$ cat config.mk
export PLATFORM = sky130hd
export DESIGN_NAME = gregorian_date_offset_unit_top_flat
export DESIGN_NICKNAME = d
export VERILOG_FILES = /design/src/sv/gdo_pkg.sv /design/src/sv/gdo_if.sv /design/src/sv/gdo_fwd.sv /design/src/sv/gdo_inv.sv /design/src/sv/gregorian_date_offset_unit_top.sv /design/src/flat_wrapper.sv
export SDC_FILE = /design/constraint.sdc
export NUM_CORES = 2
export LEC_CHECK = 0
export ABC_AREA = 1
export ABC_CLOCK_PERIOD_IN_PS = 10000
export BUFFER_PORTS_ARGS = -buffer_cell sky130_fd_sc_hd__buf_4
export CORE_MARGIN = 3
export CORE_UTILIZATION = 65
export DETAILED_ROUTE_END_ITERATION = 16
export PLACE_DENSITY = 0.93
export REMOVE_ABC_BUFFERS = 1
export SYNTH_ARGS = -nofsm -noshare
export SYNTH_HDL_FRONTEND = slang
export SYNTH_SLANG_ARGS = --single-unit
$ cat constraint.sdc
create_clock -name clk -period 10 [get_ports clk]
set_clock_uncertainty 0.2 [all_clocks]
set_input_delay 0.5 -clock clk [delete_from_list [all_inputs] [get_ports clk]]
set_output_delay 0.5 -clock clk [all_outputs]
set_load 0.01 [all_outputs]
$ cat src/sv/gdo_pkg.sv
`default_nettype none

package gdo_pkg;

  // Julian day numbers of 1 January 1 and 31 December 9999
  localparam logic signed [24:0] JDN_FIRST = 25'sd1721426;
  localparam logic signed [24:0] JDN_LAST  = 25'sd5373484;

  // Reciprocal constants: floor(x / D) == (x * ceil(2^S / D)) >> S for every
  // x below 2^N, with S = N + ceil(log2(D)).
  localparam int unsigned DIV100_SHIFT = 22;  // x below 2^15
  localparam logic [15:0] DIV100_MULT =
    16'(((64'd1 << DIV100_SHIFT) + 64'd99) / 64'd100);

  localparam int unsigned DIV146097_SHIFT = 43;  // x below 2^25
  localparam logic [25:0] DIV146097_MULT =
    26'(((64'd1 << DIV146097_SHIFT) + 64'd146096) / 64'd146097);

  localparam int unsigned DIV1461001_SHIFT = 49;  // x below 2^28
  localparam logic [28:0] DIV1461001_MULT =
    29'(((64'd1 << DIV1461001_SHIFT) + 64'd1461000) / 64'd1461001);

  localparam int unsigned DIV2447_SHIFT = 27;  // x below 2^15
  localparam logic [15:0] DIV2447_MULT =
    16'(((64'd1 << DIV2447_SHIFT) + 64'd2446) / 64'd2447);

  // Days before the first of each month in a common year, January first
  localparam logic [8:0] MONTH_START [12] = '{
    9'd0, 9'd31, 9'd59, 9'd90, 9'd120, 9'd151,
    9'd181, 9'd212, 9'd243, 9'd273, 9'd304, 9'd334
  };

  // 367 * (month - 2 + 12 for January and February) / 12, January first
  localparam logic [8:0] MONTH_TERM [12] = '{
    9'd336, 9'd367, 9'd30, 9'd61, 9'd91, 9'd122,
    9'd152, 9'd183, 9'd214, 9'd244, 9'd275, 9'd305
  };

  // 2447 * j / 80: day offset of the month start in a March-based year
  localparam logic [8:0] MARCH_BASE [16] = '{
    9'd0, 9'd30, 9'd61, 9'd91, 9'd122, 9'd152, 9'd183, 9'd214,
    9'd244, 9'd275, 9'd305, 9'd336, 9'd367, 9'd397, 9'd428, 9'd458
  };

  typedef struct packed {
    logic [3:0]         month_in;
    logic [4:0]         day_in;
    logic [13:0]        year_in;
    logic signed [22:0] offset_days;
  } gdo_req_t;

  typedef struct packed {
    logic [22:0] day_number;
    logic [2:0]  weekday;
    logic [8:0]  year_day;
  } gdo_info_t;

  typedef struct packed {
    gdo_info_t          info;
    logic signed [24:0] shifted;
  } gdo_fwd_t;

  typedef struct packed {
    gdo_info_t  info;
    logic       oor;
    logic [7:0] n;
    logic [6:0] i;
    logic [8:0] l3;
    logic [3:0] j;
  } gdo_inv_t;

endpackage

`default_nettype wire

$ cat src/sv/gdo_if.sv
`default_nettype none

interface gdo_req_if;
  logic               valid;
  logic               ready;
  logic [3:0]         month_in;
  logic [4:0]         day_in;
  logic [13:0]        year_in;
  logic signed [22:0] offset_days;

  modport source (output valid, output month_in, output day_in, output year_in,
                  output offset_days, input ready);
  modport sink (input valid, input month_in, input day_in, input year_in,
                input offset_days, output ready);
endinterface

interface gdo_rsp_if;
  logic        valid;
  logic        ready;
  logic [22:0] day_number;
  logic [2:0]  weekday;
  logic [8:0]  year_day;
  logic [3:0]  month_out;
  logic [4:0]  day_out;
  logic [13:0] year_out;
  logic        out_of_range;

  modport source (output valid, output day_number, output weekday, output year_day,
                  output month_out, output day_out, output year_out,
                  output out_of_range, input ready);
  modport sink (input valid, input day_number, input weekday, input year_day,
                input month_out, input day_out, input year_out,
                input out_of_range, output ready);
endinterface

`default_nettype wire

$ cat src/sv/gdo_fwd.sv
`default_nettype none

module gdo_fwd (
  input  logic              clk,
  input  logic              rst,
  input  logic              in_valid,
  output logic              in_ready,
  input  gdo_pkg::gdo_req_t in_data,
  output logic              out_valid,
  input  logic              out_ready,
  output gdo_pkg::gdo_fwd_t out_data
);

  localparam int unsigned STAGES = 4;

  logic [STAGES-1:0] vld;
  logic [STAGES-1:0] load;

  always_comb begin
    load[STAGES-1] = !vld[STAGES-1] || out_ready;
    for (int k = STAGES - 2; k >= 0; k--) begin
      load[k] = !vld[k] || load[k+1];
    end
  end

  always_ff @(posedge clk) begin
    if (rst) begin
      vld <= '0;
    end else begin
      if (load[0]) vld[0] <= in_valid;
      for (int k = 1; k < STAGES; k++) begin
        if (load[k]) vld[k] <= vld[k-1];
      end
    end
  end

  // Stage 1: clamp month, look up month terms, form year sums
  logic [3:0]  m_cl;
  logic [3:0]  mi;
  logic        early;
  logic [14:0] w_next;
  logic [14:0] v_next;

  always_comb begin
    if (in_data.month_in == 4'd0) begin
      m_cl = 4'd1;
    end else if (in_data.month_in > 4'd12) begin
      m_cl = 4'd12;
    end else begin
      m_cl = in_data.month_in;
    end
    mi     = m_cl - 4'd1;
    early  = (m_cl <= 4'd2);
    w_next = 15'(in_data.year_in) + (early ? 15'd4799 : 15'd4800);
    v_next = 15'(in_data.year_in) + (early ? 15'd4899 : 15'd4900);
  end

  logic [4:0]         s1_day;
  logic [13:0]        s1_year;
  logic [14:0]        s1_w;
  logic [14:0]        s1_v;
  logic [8:0]         s1_term;
  logic [8:0]         s1_start;
  logic               s1_late;
  logic signed [22:0] s1_offset;

  always_ff @(posedge clk) begin
    if (load[0]) begin
      s1_day    <= in_data.day_in;
      s1_year   <= in_data.year_in;
      s1_w      <= w_next;
      s1_v      <= v_next;
      s1_term   <= gdo_pkg::MONTH_TERM[mi];
      s1_start  <= gdo_pkg::MONTH_START[mi];
      s1_late   <= !early;
      s1_offset <= in_data.offset_days;
    end
  end

  // Stage 2: the three constant multiplications
  logic [24:0] t1_prod;
  logic [30:0] q3_prod;
  logic [30:0] yq_prod;

  always_comb begin
    t1_prod = 25'(s1_w) * 25'd1461;
    q3_prod = 31'(s1_v) * 31'(gdo_pkg::DIV100_MULT);
    yq_prod = 31'(s1_year) * 31'(gdo_pkg::DIV100_MULT);
  end

  logic [4:0]         s2_day;
  logic [13:0]        s2_year;
  logic [22:0]        s2_t1;
  logic [7:0]         s2_q3;
  logic [7:0]         s2_yq;
  logic [8:0]         s2_term;
  logic [8:0]         s2_start;
  logic               s2_late;
  logic signed [22:0] s2_offset;

  always_ff @(posedge clk) begin
    if (load[1]) begin
      s2_day    <= s1_day;
      s2_year   <= s1_year;
      s2_t1     <= t1_prod[24:2];
      s2_q3     <= q3_prod[gdo_pkg::DIV100_SHIFT +: 8];
      s2_yq     <= yq_prod[gdo_pkg::DIV100_SHIFT +: 8];
      s2_term   <= s1_term;
      s2_start  <= s1_start;
      s2_late   <= s1_late;
      s2_offset <= s1_offset;
    end
  end

  // Stage 3: day number sum and ordinal day
  logic [9:0]  t3_prod;
  logic [23:0] jd_sum;
  logic [13:0] hund;
  logic        century;
  logic        leap;
  logic [8:0]  yday_next;

  always_comb begin
    t3_prod   = 10'(s2_q3) * 10'd3;
    jd_sum    = 24'(s2_day) + 24'(s2_t1) + 24'(s2_term) - 24'(t3_prod[9:2]) - 24'd32075;
    hund      = 14'(s2_yq) * 14'd100;
    century   = (s2_year == hund);
    leap      = century ? (s2_yq[1:0] == 2'd0) : (s2_year[1:0] == 2'd0);
    yday_next = s2_start + 9'(s2_late && leap) + 9'(s2_day);
  end

  logic [22:0]        s3_jd;
  logic [8:0]         s3_yday;
  logic signed [22:0] s3_offset;

  always_ff @(posedge clk) begin
    if (load[2]) begin
      s3_jd     <= jd_sum[22:0];
      s3_yday   <= yday_next;
      s3_offset <= s2_offset;
    end
  end

  // Stage 4: weekday by octal digit sums (8 is 1 mod 7), apply offset
  logic [23:0]        jd_pad;
  logic [5:0]         dsum;
  logic [3:0]         fold1;
  logic [3:0]         fold2;
  logic [2:0]         wd_next;
  logic signed [24:0] shifted_next;

  always_comb begin
    jd_pad = {1'b0, s3_jd};
    dsum   = '0;
    for (int k = 0; k < 8; k++) begin
      dsum = dsum + 6'(jd_pad[3*k +: 3]);
    end
    fold1        = 4'(dsum[2:0]) + 4'(dsum[5:3]);
    fold2        = 4'(fold1[2:0]) + 4'(fold1[3]);
    wd_next      = (fold2 >= 4'd7) ? 3'(fold2 - 4'd7) : fold2[2:0];
    shifted_next = $signed({2'b00, s3_jd}) + $signed({{2{s3_offset[22]}}, s3_offset});
  end

  always_ff @(posedge clk) begin
    if (load[3]) begin
      out_data.info.day_number <= s3_jd;
      out_data.info.weekday    <= wd_next;
      out_data.info.year_day   <= s3_yday;
      out_data.shifted         <= shifted_next;
    end
  end

  assign in_ready  = load[0];
  assign out_valid = vld[STAGES-1];

  a_yday_max: assert property (@(posedge clk) disable iff (rst)
    out_valid |-> out_data.info.year_day <= 9'd366)
    else $error("year_day beyond 366");

endmodule

`default_nettype wire

$ cat src/sv/gdo_inv.sv
`default_nettype none

module gdo_inv (
  input  logic              clk,
  input  logic              rst,
  input  logic              in_valid,
  output logic              in_ready,
  input  gdo_pkg::gdo_fwd_t in_data,
  output logic              out_valid,
  input  logic              out_ready,
  output gdo_pkg::gdo_inv_t out_data
);

  localparam int unsigned STAGES = 7;

  logic [STAGES-1:0] vld;
  logic [STAGES-1:0] load;

  always_comb begin
    load[STAGES-1] = !vld[STAGES-1] || out_ready;
    for (int k = STAGES - 2; k >= 0; k--) begin
      load[k] = !vld[k] || load[k+1];
    end
  end

  always_ff @(posedge clk) begin
    if (rst) begin
      vld <= '0;
    end else begin
      if (load[0]) vld[0] <= in_valid;
      for (int k = 1; k < STAGES; k++) begin
        if (load[k]) vld[k] <= vld[k-1];
      end
    end
  end

  // Stage 1: range check and shift of the day number
  gdo_pkg::gdo_info_t s1_info;
  logic               s1_oor;
  logic [22:0]        s1_l;

  always_ff @(posedge clk) begin
    if (load[0]) begin
      s1_info <= in_data.info;
      s1_oor  <= (in_data.shifted < gdo_pkg::JDN_FIRST) ||
                 (in_data.shifted > gdo_pkg::JDN_LAST);
      s1_l    <= in_data.shifted[22:0] + 23'd68569;
    end
  end

  // Stage 2: n = 4l / 146097
  logic [50:0] n_prod;

  assign n_prod = 51'({s1_l, 2'b00}) * 51'(gdo_pkg::DIV146097_MULT);

  gdo_pkg::gdo_info_t s2_info;
  logic               s2_oor;
  logic [22:0]        s2_l;
  logic [7:0]         s2_n;

  always_ff @(posedge clk) begin
    if (load[1]) begin
      s2_info <= s1_info;
      s2_oor  <= s1_oor;
      s2_l    <= s1_l;
      s2_n    <= n_prod[gdo_pkg::DIV146097_SHIFT +: 8];
    end
  end

  // Stage 3: day within the century
  logic [24:0] cent_base;
  logic [22:0] l2_full;

  always_comb begin
    cent_base = 25'(s2_n) * 25'd146097 + 25'd3;
    l2_full   = s2_l - cent_base[24:2];
  end

  gdo_pkg::gdo_info_t s3_info;
  logic               s3_oor;
  logic [7:0]         s3_n;
  logic [15:0]        s3_l2;

  always_ff @(posedge clk) begin
    if (load[2]) begin
      s3_info <= s2_info;
      s3_oor  <= s2_oor;
      s3_n    <= s2_n;
      s3_l2   <= l2_full[15:0];
    end
  end

  // Stage 4: scale ahead of the year-in-century division
  logic [27:0] x4_next;

  assign x4_next = (28'(s3_l2) + 28'd1) * 28'd4000;

  gdo_pkg::gdo_info_t s4_info;
  logic               s4_oor;
  logic [7:0]         s4_n;
  logic [15:0]        s4_l2;
  logic [27:0]        s4_x;

  always_ff @(posedge clk) begin
    if (load[3]) begin
      s4_info <= s3_info;
      s4_oor  <= s3_oor;
      s4_n    <= s3_n;
      s4_l2   <= s3_l2;
      s4_x    <= x4_next;
    end
  end

  // Stage 5: i = x / 1461001
  logic [56:0] i_prod;

  assign i_prod = 57'(s4_x) * 57'(gdo_pkg::DIV1461001_MULT);

  gdo_pkg::gdo_info_t s5_info;
  logic               s5_oor;
  logic [7:0]         s5_n;
  logic [15:0]        s5_l2;
  logic [6:0]         s5_i;

  always_ff @(posedge clk) begin
    if (load[4]) begin
      s5_info <= s4_info;
      s5_oor  <= s4_oor;
      s5_n    <= s4_n;
      s5_l2   <= s4_l2;
      s5_i    <= i_prod[gdo_pkg::DIV1461001_SHIFT +: 7];
    end
  end

  // Stage 6: day within the March-based year
  logic [17:0] yr_base;
  logic [17:0] l3_full;

  always_comb begin
    yr_base = 18'(s5_i) * 18'd1461;
    l3_full = 18'(s5_l2) - 18'(yr_base[17:2]) + 18'd31;
  end

  gdo_pkg::gdo_info_t s6_info;
  logic               s6_oor;
  logic [7:0]         s6_n;
  logic [6:0]         s6_i;
  logic [8:0]         s6_l3;

  always_ff @(posedge clk) begin
    if (load[5]) begin
      s6_info <= s5_info;
      s6_oor  <= s5_oor;
      s6_n    <= s5_n;
      s6_i    <= s5_i;
      s6_l3   <= l3_full[8:0];
    end
  end

  // Stage 7: j = 80 * l3 / 2447
  logic [14:0] x7;
  logic [30:0] j_prod;

  always_comb begin
    x7     = 15'({s6_l3, 6'b0}) + 15'({s6_l3, 4'b0});
    j_prod = 31'(x7) * 31'(gdo_pkg::DIV2447_MULT);
  end

  always_ff @(posedge clk) begin
    if (load[6]) begin
      out_data.info <= s6_info;
      out_data.oor  <= s6_oor;
      out_data.n    <= s6_n;
      out_data.i    <= s6_i;
      out_data.l3   <= s6_l3;
      out_data.j    <= j_prod[gdo_pkg::DIV2447_SHIFT +: 4];
    end
  end

  assign in_ready  = load[0];
  assign out_valid = vld[STAGES-1];

  a_month_index: assert property (@(posedge clk) disable iff (rst)
    out_valid && !out_data.oor |->
      out_data.j >= 4'd1 && out_data.j <= 4'd12 && out_data.i <= 7'd99)
    else $error("month or year index out of bounds for an in-range date");

endmodule

`default_nettype wire

$ cat src/sv/gregorian_date_offset_unit_top.sv
`default_nettype none

// Converts a Gregorian date to its Julian day number (Fliegel-Van Flandern),
// reports weekday (0 Monday .. 6 Sunday) and ordinal day, adds a signed day
// offset and converts back. One request is taken every cycle while req.ready is
// high; each result passes 4 forward stages, 7 inverse stages and one output
// register, no stage more than one constant or reciprocal multiplication deep.
// Every stage has its own valid bit and takes new data when it is empty or
// moving on, so a stalled output fills the pipeline before ready drops, and
// bubbles close up. Month 0 reads as January and months above 12
// as December; a day beyond the month rolls into the next one. A shifted date
// outside 1 January 1 to 31 December 9999 sets out_of_range and returns zero
// month, day and year.
module gregorian_date_offset_unit_top (
  input  logic        clk,
  input  logic        rst,
  gdo_req_if.sink     req,
  gdo_rsp_if.source   rsp
);

  gdo_pkg::gdo_req_t req_data;
  gdo_pkg::gdo_fwd_t fwd_data;
  gdo_pkg::gdo_inv_t inv_data;
  logic              fwd_valid;
  logic              fwd_ready;
  logic              inv_valid;
  logic              inv_ready;

  always_comb begin
    req_data.month_in    = req.month_in;
    req_data.day_in      = req.day_in;
    req_data.year_in     = req.year_in;
    req_data.offset_days = req.offset_days;
  end

  gdo_fwd u_fwd (
    .clk       (clk),
    .rst       (rst),
    .in_valid  (req.valid),
    .in_ready  (req.ready),
    .in_data   (req_data),
    .out_valid (fwd_valid),
    .out_ready (fwd_ready),
    .out_data  (fwd_data)
  );

  gdo_inv u_inv (
    .clk       (clk),
    .rst       (rst),
    .in_valid  (fwd_valid),
    .in_ready  (fwd_ready),
    .in_data   (fwd_data),
    .out_valid (inv_valid),
    .out_ready (inv_ready),
    .out_data  (inv_data)
  );

  // Final stage: day, month and year, zeroed when out of range
  logic       late_year;
  logic [8:0] day_full;
  logic [3:0] month_next;
  logic [4:0] day_next;
  logic [13:0] year_next;
  logic       out_vld;

  always_comb begin
    late_year  = (inv_data.j >= 4'd11);
    day_full   = inv_data.l3 - gdo_pkg::MARCH_BASE[inv_data.j];
    month_next = late_year ? (inv_data.j - 4'd10) : (inv_data.j + 4'd2);
    day_next   = day_full[4:0];
    year_next  = 14'(inv_data.n - 8'd49) * 14'd100 + 14'(inv_data.i) + 14'(late_year);
  end

  assign inv_ready = !out_vld || rsp.ready;

  always_ff @(posedge clk) begin
    if (rst) begin
      out_vld <= 1'b0;
    end else if (inv_ready) begin
      out_vld <= inv_valid;
    end
  end

  always_ff @(posedge clk) begin
    if (inv_ready) begin
      rsp.day_number   <= inv_data.info.day_number;
      rsp.weekday      <= inv_data.info.weekday;
      rsp.year_day     <= inv_data.info.year_day;
      rsp.out_of_range <= inv_data.oor;
      rsp.month_out    <= inv_data.oor ? 4'd0 : month_next;
      rsp.day_out      <= inv_data.oor ? 5'd0 : day_next;
      rsp.year_out     <= inv_data.oor ? 14'd0 : year_next;
    end
  end

  assign rsp.valid = out_vld;

  a_oor_zero: assert property (@(posedge clk) disable iff (rst)
    rsp.valid && rsp.out_of_range |->
      rsp.month_out == 4'd0 && rsp.day_out == 5'd0 && rsp.year_out == 14'd0)
    else $error("out-of-range result carries a date");

  a_date_legal: assert property (@(posedge clk) disable iff (rst)
    rsp.valid && !rsp.out_of_range |->
      rsp.month_out >= 4'd1 && rsp.month_out <= 4'd12 && rsp.day_out >= 5'd1 &&
      rsp.year_out >= 14'd1 && rsp.year_out <= 14'd9999)
    else $error("in-range result is not a legal date");

  a_weekday: assert property (@(posedge clk) disable iff (rst)
    rsp.valid |-> rsp.weekday <= 3'd6)
    else $error("weekday code above Sunday");

endmodule

`default_nettype wire

$ cat src/flat_wrapper.sv
// flat-port wrapper written by rule: the top's interface ports become plain ports
module gregorian_date_offset_unit_top_flat 
  (clk, rst, req_valid, req_month_in, req_day_in, req_year_in, req_offset_days, req_ready, rsp_valid, rsp_day_number, rsp_weekday, rsp_year_day, rsp_month_out, rsp_day_out, rsp_year_out, rsp_out_of_range, rsp_ready);
  gdo_req_if req_i ();
  gdo_rsp_if rsp_i ();
  input  logic clk;
  input  logic rst;
  input wire logic [$bits(req_i.valid)-1:0] req_valid;
  input wire logic [$bits(req_i.month_in)-1:0] req_month_in;
  input wire logic [$bits(req_i.day_in)-1:0] req_day_in;
  input wire logic [$bits(req_i.year_in)-1:0] req_year_in;
  input wire logic [$bits(req_i.offset_days)-1:0] req_offset_days;
  output wire logic [$bits(req_i.ready)-1:0] req_ready;
  output wire logic [$bits(rsp_i.valid)-1:0] rsp_valid;
  output wire logic [$bits(rsp_i.day_number)-1:0] rsp_day_number;
  output wire logic [$bits(rsp_i.weekday)-1:0] rsp_weekday;
  output wire logic [$bits(rsp_i.year_day)-1:0] rsp_year_day;
  output wire logic [$bits(rsp_i.month_out)-1:0] rsp_month_out;
  output wire logic [$bits(rsp_i.day_out)-1:0] rsp_day_out;
  output wire logic [$bits(rsp_i.year_out)-1:0] rsp_year_out;
  output wire logic [$bits(rsp_i.out_of_range)-1:0] rsp_out_of_range;
  input wire logic [$bits(rsp_i.ready)-1:0] rsp_ready;
  assign req_i.valid = req_valid;
  assign req_i.month_in = req_month_in;
  assign req_i.day_in = req_day_in;
  assign req_i.year_in = req_year_in;
  assign req_i.offset_days = req_offset_days;
  assign req_ready = req_i.ready;
  assign rsp_valid = rsp_i.valid;
  assign rsp_day_number = rsp_i.day_number;
  assign rsp_weekday = rsp_i.weekday;
  assign rsp_year_day = rsp_i.year_day;
  assign rsp_month_out = rsp_i.month_out;
  assign rsp_day_out = rsp_i.day_out;
  assign rsp_year_out = rsp_i.year_out;
  assign rsp_out_of_range = rsp_i.out_of_range;
  assign rsp_i.ready = rsp_ready;
  gregorian_date_offset_unit_top u_core (.clk(clk), .rst(rst), .req(req_i), .rsp(rsp_i));
endmodule
# After elaboration in Yosys (flattened, before gate mapping)
# Memory sizes are Yosys's and may differ from the RTL's. A register that Yosys moved wholly into a read port is not among the register bits.
# Cells that the tools add are included.
# op_classes
add_sub_neg	33
shifts	0
n_reduce_logical	30
bitwise_logic	2
magnitude_cmp	7
div_mod_pow	0
mul	12
n_mux	9
n_eq_ne	1
# op_table
operator	count
23-bit by 27-bit multiplier with 49-bit output (second input constant)	1
23-bit by 24-bit multiplier with 47-bit output (second input constant)	1
14-bit by 13-bit adder with 15-bit output	2
15-bit by 15-bit multiplier with 30-bit output (second input constant)	1
14-bit by 13-bit multiplier with 27-bit output (second input constant)	1
15-bit by 13-bit multiplier with 27-bit output (second input constant)	1
24-bit by 23-bit adder with 25-bit output	1
25-bit by 24-bit greater-than comparator with 1-bit output (second input constant)	1
25-bit by 22-bit < comparator with 1-bit output (second input constant)	1
15-bit by 11-bit multiplier with 25-bit output (second input constant)	1
23-bit by 17-bit adder with 23-bit output (second input constant)	1
23-bit by 9-bit adder with 23-bit output	1
5-bit by 23-bit adder with 23-bit output	1
17-bit by 7-bit multiplier with 23-bit output (second input constant)	1
23-bit by 15-bit subtractor with 23-bit output (second input constant)	1
23-bit by 8-bit subtractor with 23-bit output	1
18-bit by 2-bit adder with 18-bit output (second input constant)	1
6-bit by 3-bit adder with 6-bit output	3
8-bit by 18-bit multiplier with 18-bit output (second input constant)	1
16-bit by 1-bit adder with 17-bit output (second input constant)	1
16-bit subtractor	1
15-bit by 13-bit adder with 15-bit output	1
14-bit by 1-bit adder with 14-bit output	1
14-bit by 7-bit adder with 14-bit output	1
other kinds (36)	67
# totals
memories	3
latch_bits	0
ff_bits	794
input_bits	50
mem_bits_rw	0
rom_bits	432
elab_cells	184
# mem_list
memory	depth	width	rd	rd_ports_with_merged_regs	wr	line	rtl
(name not given)	16	9	1	1	0	gdo_fwd.sv:74	s1_start <= gdo_pkg::MONTH_START[mi];
(name not given)	16	9	1	1	0	gdo_fwd.sv:73	s1_term <= gdo_pkg::MONTH_TERM[mi];
(name not given)	16	9	1	0	0	gregorian_date_offset_unit_top.sv:68	day_full = inv_data.l3 - gdo_pkg::MARCH_BASE[inv_data.j];

# Depth between registers and ports, before layout
# logic_depth
word_depth	13
ltp_mapped	34

# Hierarchy
# A second synthesis with hierarchy kept.
# unflattened
cells_unflattened	7363
hier_area_um2	76208.1
# by_module_without_submodules
mod	area_per_inst_um2	instances	cells_per_inst	seq_area_each_um2
gdo_inv	45419.8	1	4234	13322.8
gdo_fwd	27176.1	1	2776	9208.8
gregorian_date_offset_unit_top	3612.2	1	353	1791.7

# Worst setup path after synthesis
# Ideal clock, no wire load.
# synth_timing
path_type	input -> register
start	input port rsp_ready
end	register u_core.u_fwd.s1_day[0], enable pin
stages	6
setup_slack_ns	2.093
arrival_ns	6.404
path_cell_list	nor2_4 > nand4_2 > nor2_2 > nand4_2 > nor2_2 > nand4_1
# synth_via
elab_chain_cells	12
# synth_lines
item	line	rtl
start, declared	flat_wrapper.sv:22	input wire logic [$bits(rsp_i.ready)-1:0] rsp_ready;
1-bit logical OR	gregorian_date_offset_unit_top.sv:74	assign inv_ready = !out_vld || rsp.ready;
1-bit logical OR	gdo_inv.sv:20	load[STAGES-1] = !vld[STAGES-1] || out_ready;
1-bit logical OR (2 in series)	gdo_inv.sv:22	load[k] = !vld[k] || load[k+1];
named net u_core.u_inv.load[4]	gdo_inv.sv:17	logic [STAGES-1:0] load;
1-bit logical OR (4 in series)	gdo_inv.sv:22	
named net u_core.fwd_ready	gregorian_date_offset_unit_top.sv:25	logic fwd_ready;
1-bit logical OR	gdo_fwd.sv:20	load[STAGES-1] = !vld[STAGES-1] || out_ready;
1-bit logical OR (3 in series)	gdo_fwd.sv:22	load[k] = !vld[k] || load[k+1];
named net req_ready	flat_wrapper.sv:13	output wire logic [$bits(req_i.ready)-1:0] req_ready;
end signal, assigned	gdo_fwd.sv:69	s1_day <= in_data.day_in;
end, declared	gdo_fwd.sv:58	logic [4:0] s1_day;
# The timed path passes the listed nets, and every way through them passes these cells.
# A chain may end at the register's enable or synchronous reset.

# Worst setup path in the final report
# layout_timing
start	register u_core.u_fwd.s3_jd[1]
end	register u_core.u_fwd.out_data[35] in the netlist's numbering (data pin)
# layout_via
elab_chain_cells	11
elab_cells_between_ends	12
cone_classes	10 x add/sub; 1 x order compare; 1 x mux
# layout_lines
item	line	rtl
start, declared	gdo_fwd.sv:132	logic [22:0] s3_jd;
start signal, assigned	gdo_fwd.sv:138	s3_jd <= jd_sum[22:0];
3-bit by 3-bit adder with 4-bit output (*)	gdo_fwd.sv:156	dsum = dsum + 6'(jd_pad[3*k +: 3]);
4-bit by 3-bit adder with 5-bit output (*)	gdo_fwd.sv:156	
5-bit by 3-bit adder with 6-bit output (*)	gdo_fwd.sv:156	
6-bit by 3-bit adder with 6-bit output (*) (3 in series)	gdo_fwd.sv:156	
6-bit by 2-bit adder with 6-bit output (*)	gdo_fwd.sv:156	
3-bit by 3-bit adder with 4-bit output (*)	gdo_fwd.sv:158	fold1 = 4'(dsum[2:0]) + 4'(dsum[5:3]);
3-bit by 1-bit adder with 4-bit output (*)	gdo_fwd.sv:159	fold2 = 4'(fold1[2:0]) + 4'(fold1[3]);
4-bit by 3-bit >= comparator with 1-bit output or 3-bit subtractor (tied branches)	gdo_fwd.sv:160	wd_next = (fold2 >= 4'd7) ? 3'(fold2 - 4'd7) : fold2[2:0];
3-bit two-way mux (*)	gdo_fwd.sv:160	
named net u_core.u_fwd.wd_next[1]	gdo_fwd.sv:149	logic [2:0] wd_next;
end, declared	gdo_fwd.sv:11	output gdo_pkg::gdo_fwd_t out_data
# The timed path passes the listed nets; every way through them passes the cells marked *.

==> impl_table.tex <==
\begin{tabular}{lr}
\hline
Metric & Value \\
\hline
\multicolumn{2}{l}{\textbf{STA}} \\
\quad Maximum clock rate & 0.148 GHz \\
\quad Transition at the pin with the smallest max-transition slack & 1180 ps \\
\quad RSZ-0062 raised after global routing & no \\
\quad Worst hold slack after final layout & around 90 ps \\
\quad Setup WS post-layout & between 3000 and 4000 ps \\
\quad Total Neg Setup Slack & 0 ps \\
\quad Number of failing setup endpoints in the final timing report & 0 \\
\quad Share of the clock period used by the worst path & around two thirds \\
\quad Relative max-transition margin & roughly a fifth \\
\quad Final-report max-slew violation count & 0 \\
\quad Final hold violations & 0 \\
\quad Shortest period the worst path allows & 6740 ps \\
\multicolumn{2}{l}{\textbf{Floorplanning}} \\
\quad Placeable core region & $\sim$0.11 mm2 \\
\quad Count of boundary I/O pins & 111 \\
\quad Initial standard-cell utilization of the core & 65.7\% \\
\quad Die Y & between 300 and 400 um \\
\quad Standard-cell rows & approximately 120 \\
\quad Chip width & 346 um \\
\quad Die footprint & between 0.1 and 0.15 mm2 \\
\multicolumn{2}{l}{\textbf{Cells and area}} \\
\quad Fillers & about 7,500 \\
\quad Proportion of layout cells with a drive suffix above 1 & 4.35\% \\
\quad Final \#Nets & about 9,500 \\
\quad Area growth syn-to-layout & 8.18\% \\
\multicolumn{2}{l}{\textbf{Yosys}} \\
\quad Share of synthesized area occupied by flip-flops and latches & between 30 and 40\% \\
\quad Most frequent cell after synthesis & sky130\_fd\_sc\_hd\_\_inv\_1 \\
\quad Number of synthesized flops with an enable pin & around 800 \\
\quad Library cell occupying the most area in the post-synthesis netlist & sky130\_fd\_sc\_hd\_\_edfxtp\_1 \\
\quad Netlist area before placement & 0.0753 mm2 \\
\quad Prevailing post-synth register cell & sky130\_fd\_sc\_hd\_\_edfxtp\_1 \\
\quad Share of the synthesized area in the top cell type & between 30\% and 40\% \\
\quad Synth top area cells & sky130\_fd\_sc\_hd\_\_edfxtp\_1 (32\%), sky130\_fd\_sc\_hd\_\_fa\_1 (22\%), sky130\_fd\_sc\_hd\_\_ha\_1 (19\%) \\
\quad Mean instance size in the synthesized netlist & 10.5 um2 \\
\quad Number of different library cells in the post-synthesis netlist & 54 \\
\quad Fraction of synthesis flops using an asynchronous set or reset pin & 0\% \\
\quad Top cells by count, synth & sky130\_fd\_sc\_hd\_\_inv\_1 (1,765), sky130\_fd\_sc\_hd\_\_ha\_1 (1,148), sky130\_fd\_sc\_hd\_\_fa\_1 (846) \\
\quad \#FFs+latches synth & 810 \\
\quad Ys Warns & 0 \\
\quad Post-Synthesis Cells & just over 7,000 \\
\multicolumn{2}{l}{\textbf{Worst setup path}} \\
\quad CP Class & reg2reg \\
\quad Worst setup path startpoint & u\_core.u\_fwd.s3\_jd[1] \\
\quad Delay of the slowest critical-path stage & approximately 670 ps \\
\quad Critical Path Source Type & flip-flop \\
\quad Slowest cell on the critical path & sky130\_fd\_sc\_hd\_\_fa\_1 \\
\quad Flop-to-flop setup slack & 3260 ps \\
\quad Cell breakdown of the critical path & fa\_1 -> inv\_1 -> fa\_1 -> fa\_1 -> inv\_1 -> fa\_1 -> ha\_1 -> fa\_1 -> nand3\_1 -> nand2\_1 -> ha\_1 -> a21oi\_1 -> nand2\_1 -> ha\_1 -> ha\_1 -> ha\_1 -> inv\_1 -> or2\_1 -> nand2\_1 -> mux2\_1 \\
\quad Crit path DAT & between 6000 and 7000 ps \\
\quad Worst Path Required & between 10,000 and 15,000 ps \\
\quad Max Fanout on Critical Path & 4 \\
\quad Reg2Reg Capture Point & u\_core.u\_fwd.out\_data[35] \\
\quad Startpoint of the lowest-slack register-to-register path & u\_core.u\_fwd.s3\_jd[1] \\
\quad Type of element capturing the critical path & flip-flop \\
\quad Critical Path End & u\_core.u\_fwd.out\_data[35] \\
\quad Logic depth of the worst register-to-register path & 20 \\
\multicolumn{2}{l}{\textbf{Clock tree}} \\
\quad Clock sink count & 810 \\
\quad Resize count post-CTS & 0 \\
\quad CTS Buffer Depth & 3 \\
\quad Number of buffers created by CTS & 85 \\
\quad Latest clock arrival within the worst-skew pair & about 700 ps \\
\quad Buffers inserted by post-CTS timing repair & 0 \\
\quad Clock tree root driver cell & sky130\_fd\_sc\_hd\_\_clkbuf\_16 \\
\quad Clk pin slew, worst setup/hold paths & 70 ps \\
\quad Cts-stage hold buffer count & between 40 and 50 \\
\quad H-tree depth & 3 \\
\quad Clock tree from TritonCTS & yes \\
\multicolumn{2}{l}{\textbf{Routing}} \\
\quad DR vias & $\sim$52,000 \\
\quad Total Wirelength & about 190,000 um \\
\quad Number of DRC markers after the initial detailed-route iteration & approximately 4,800 \\
\quad Number of detailed-route iterations in the first pass & 8 \\
\quad Remaining antenna violation count after routing & 0 \\
\quad Drt via density & between 5 and 6 \\
\quad Final routed DRC violation total & 0 \\
\quad Post-DR wirelength/cell & 21.1 um \\
\multicolumn{2}{l}{\textbf{GRT}} \\
\quad Overall overflow remaining after global route & 0 \\
\quad Number of antenna violations at the first check in global routing & 1 \\
\quad Pin count of the biggest net entering global routing & between 80 and 90 \\
\quad First-pass GRT wire length & between 300,000 and 400,000 um \\
\quad Via count of the first global-routing pass & 55,500 \\
\quad GRT Resource Usage Total & between 30\% and 40\% \\
\multicolumn{2}{l}{\textbf{Place}} \\
\quad Placement Setup Slack & $\sim$3300 ps \\
\quad Quantity of I/O buffers inserted on ports & 110 \\
\quad GPL Wtd Cong & 1.04 \\
\quad Detailed Place HPWL & between 150,000 and 200,000 um \\
\multicolumn{2}{l}{\textbf{Run}} \\
\quad Number of violations of the max-capacitance limit & 0 \\
\multicolumn{2}{l}{\textbf{Outcome}} \\
\quad Outcome & finished, final reports clean \\
\multicolumn{2}{l}{\textbf{Hold path}} \\
\quad HP Class & in2reg \\
\hline
\end{tabular}
==> metrics by stage <==
stage / instances / util, % / instance area, um2
after floorplan: 7157 / - / 75300
after CTS: 8998 / 71.1 / 81500
after global routing: 8998 / 71.1 / 81500
final: 9000 / 71.1 / 81500
after detailed placement: 8794 / 68.2 / 78200
after global placement: 8794 / 68.2 / 78200
==> kinds of logic (layout without fill, tap and decap cells) <==
kind of cell,count (synthesis),after routing,synth area share (%)
adders and majority gates,1994,1994,41.5
buffers and inverters,1784,2107,8.89
and+or+nand+nor,1624,1624,9.21
DFF,810,810,32.1
AOI/OAI and AO/OA,697,697,5.25
xor gates and xnor gates,253,253,2.95
muxes,1,1,0.0149
other,0,2,0
==> sequential cells by signal (all words and copies together) (netlist names), 15 cells and up <==
| name | flops |
|---|---|
| u_core.u_fwd.out_data | 60 |
| u_core.u_inv.out_data | 60 |
| u_core.u_inv.s1_info | 35 |
| u_core.u_inv.s2_info | 35 |
| u_core.u_inv.s3_info | 35 |
| u_core.u_inv.s4_info | 35 |
| u_core.u_inv.s5_info | 35 |
| u_core.u_inv.s6_info | 35 |
| u_core.rsp.day_number | 23 |
| u_core.u_fwd.s1_offset | 23 |
| u_core.u_fwd.s2_offset | 23 |
| u_core.u_fwd.s2_t1 | 23 |
| u_core.u_fwd.s3_jd | 23 |
| u_core.u_fwd.s3_offset | 23 |
| u_core.u_inv.s1_l | 23 |
| u_core.u_inv.s4_x | 23 |
| u_core.u_inv.s2_l | 16 |
| u_core.u_inv.s3_l2 | 16 |
| u_core.u_fwd.s1_w | 15 |
==> layout by cell type (no fill, tap or decap), types with 26 or more instances in the layout <==
cell type                       synthesis  final
sky130_fd_sc_hd__nand4_1               91     91
sky130_fd_sc_hd__ha_1                1148   1148
sky130_fd_sc_hd__nand2_1              845    842
sky130_fd_sc_hd__inv_1               1765   1761
sky130_fd_sc_hd__nand3_1              223    221
sky130_fd_sc_hd__o21bai_1              26     26
sky130_fd_sc_hd__o21ai_0              151    151
sky130_fd_sc_hd__clkbuf_16              0     85
sky130_fd_sc_hd__a21o_1                56     56
sky130_fd_sc_hd__fa_1                 846    846
sky130_fd_sc_hd__a21oi_1              332    332
sky130_fd_sc_hd__nor2_1               329    329
sky130_fd_sc_hd__xor2_1               166    166
sky130_fd_sc_hd__buf_4                  0    125
sky130_fd_sc_hd__xnor2_1               86     86
sky130_fd_sc_hd__edfxtp_1             798    798
sky130_fd_sc_hd__dlygate4sd3_1          0     47
sky130_fd_sc_hd__nor3_1                62     62
==> worst max-delay path: cells and delay by family, from the launching register on <==
kind | cells | cell delay (ps)
fa+ha+maj | 10 | 4160
buf+inv | 3 | 240
compound gates | 1 | 200
simple gates | 5 | 700
mux | 1 | 380
flops | 1 | 600
==> per-layer routing <==
metal | vias up | wire length, um | GRT usage (%)
met1 | 25400 | 70700 | 39.2
met4 | 2 | 11100 | 15.2
met3 | 707 | 13600 | 5.52
met5 | - | 9 | 0
met2 | 2449 | 94100 | 55.9
li1 | 23700 | - | -
==> how the worst min path moves through the flow <==
stage                         startpoint  slack [ps]                   endpoint  cells after the start
2_1_floorplan  u_core.u_inv.out_data[41]         200   u_core.rsp.day_number[0]                      0
3_5_place_dp   u_core.u_inv.out_data[62]         200  u_core.rsp.day_number[21]                      0
3_3_place_gp        u_core.u_inv.s6_i[1]         200  u_core.u_inv.out_data[14]                      0
5_1_grt                  req_month_in[2]          70   u_core.u_fwd.s1_start[6]                      3
6_report                 req_month_in[2]          90   u_core.u_fwd.s1_start[6]                      3
4_1_cts                  req_month_in[2]          20   u_core.u_fwd.s1_start[6]                      3
==> final cells by class <==
type | count | area (um2) | share of cell area [%]
multi-input combinational | 4569 | 44500 | 54.6
inverter | 1778 | 6670 | 8.19
timing repair buffer | 172 | 1410 | 1.73
sequential | 810 | 24200 | 29.7
antenna | 2 | 5.00 | 0.00614
clock buffer | 99 | 2250 | 2.76
clock inverter | 58 | 578 | 0.709
tap | 1512 | 1890 | 2.32
Power is not shown: default switching activity piles up to over one toggle a cycle in this logic, so the estimate is an artifact.
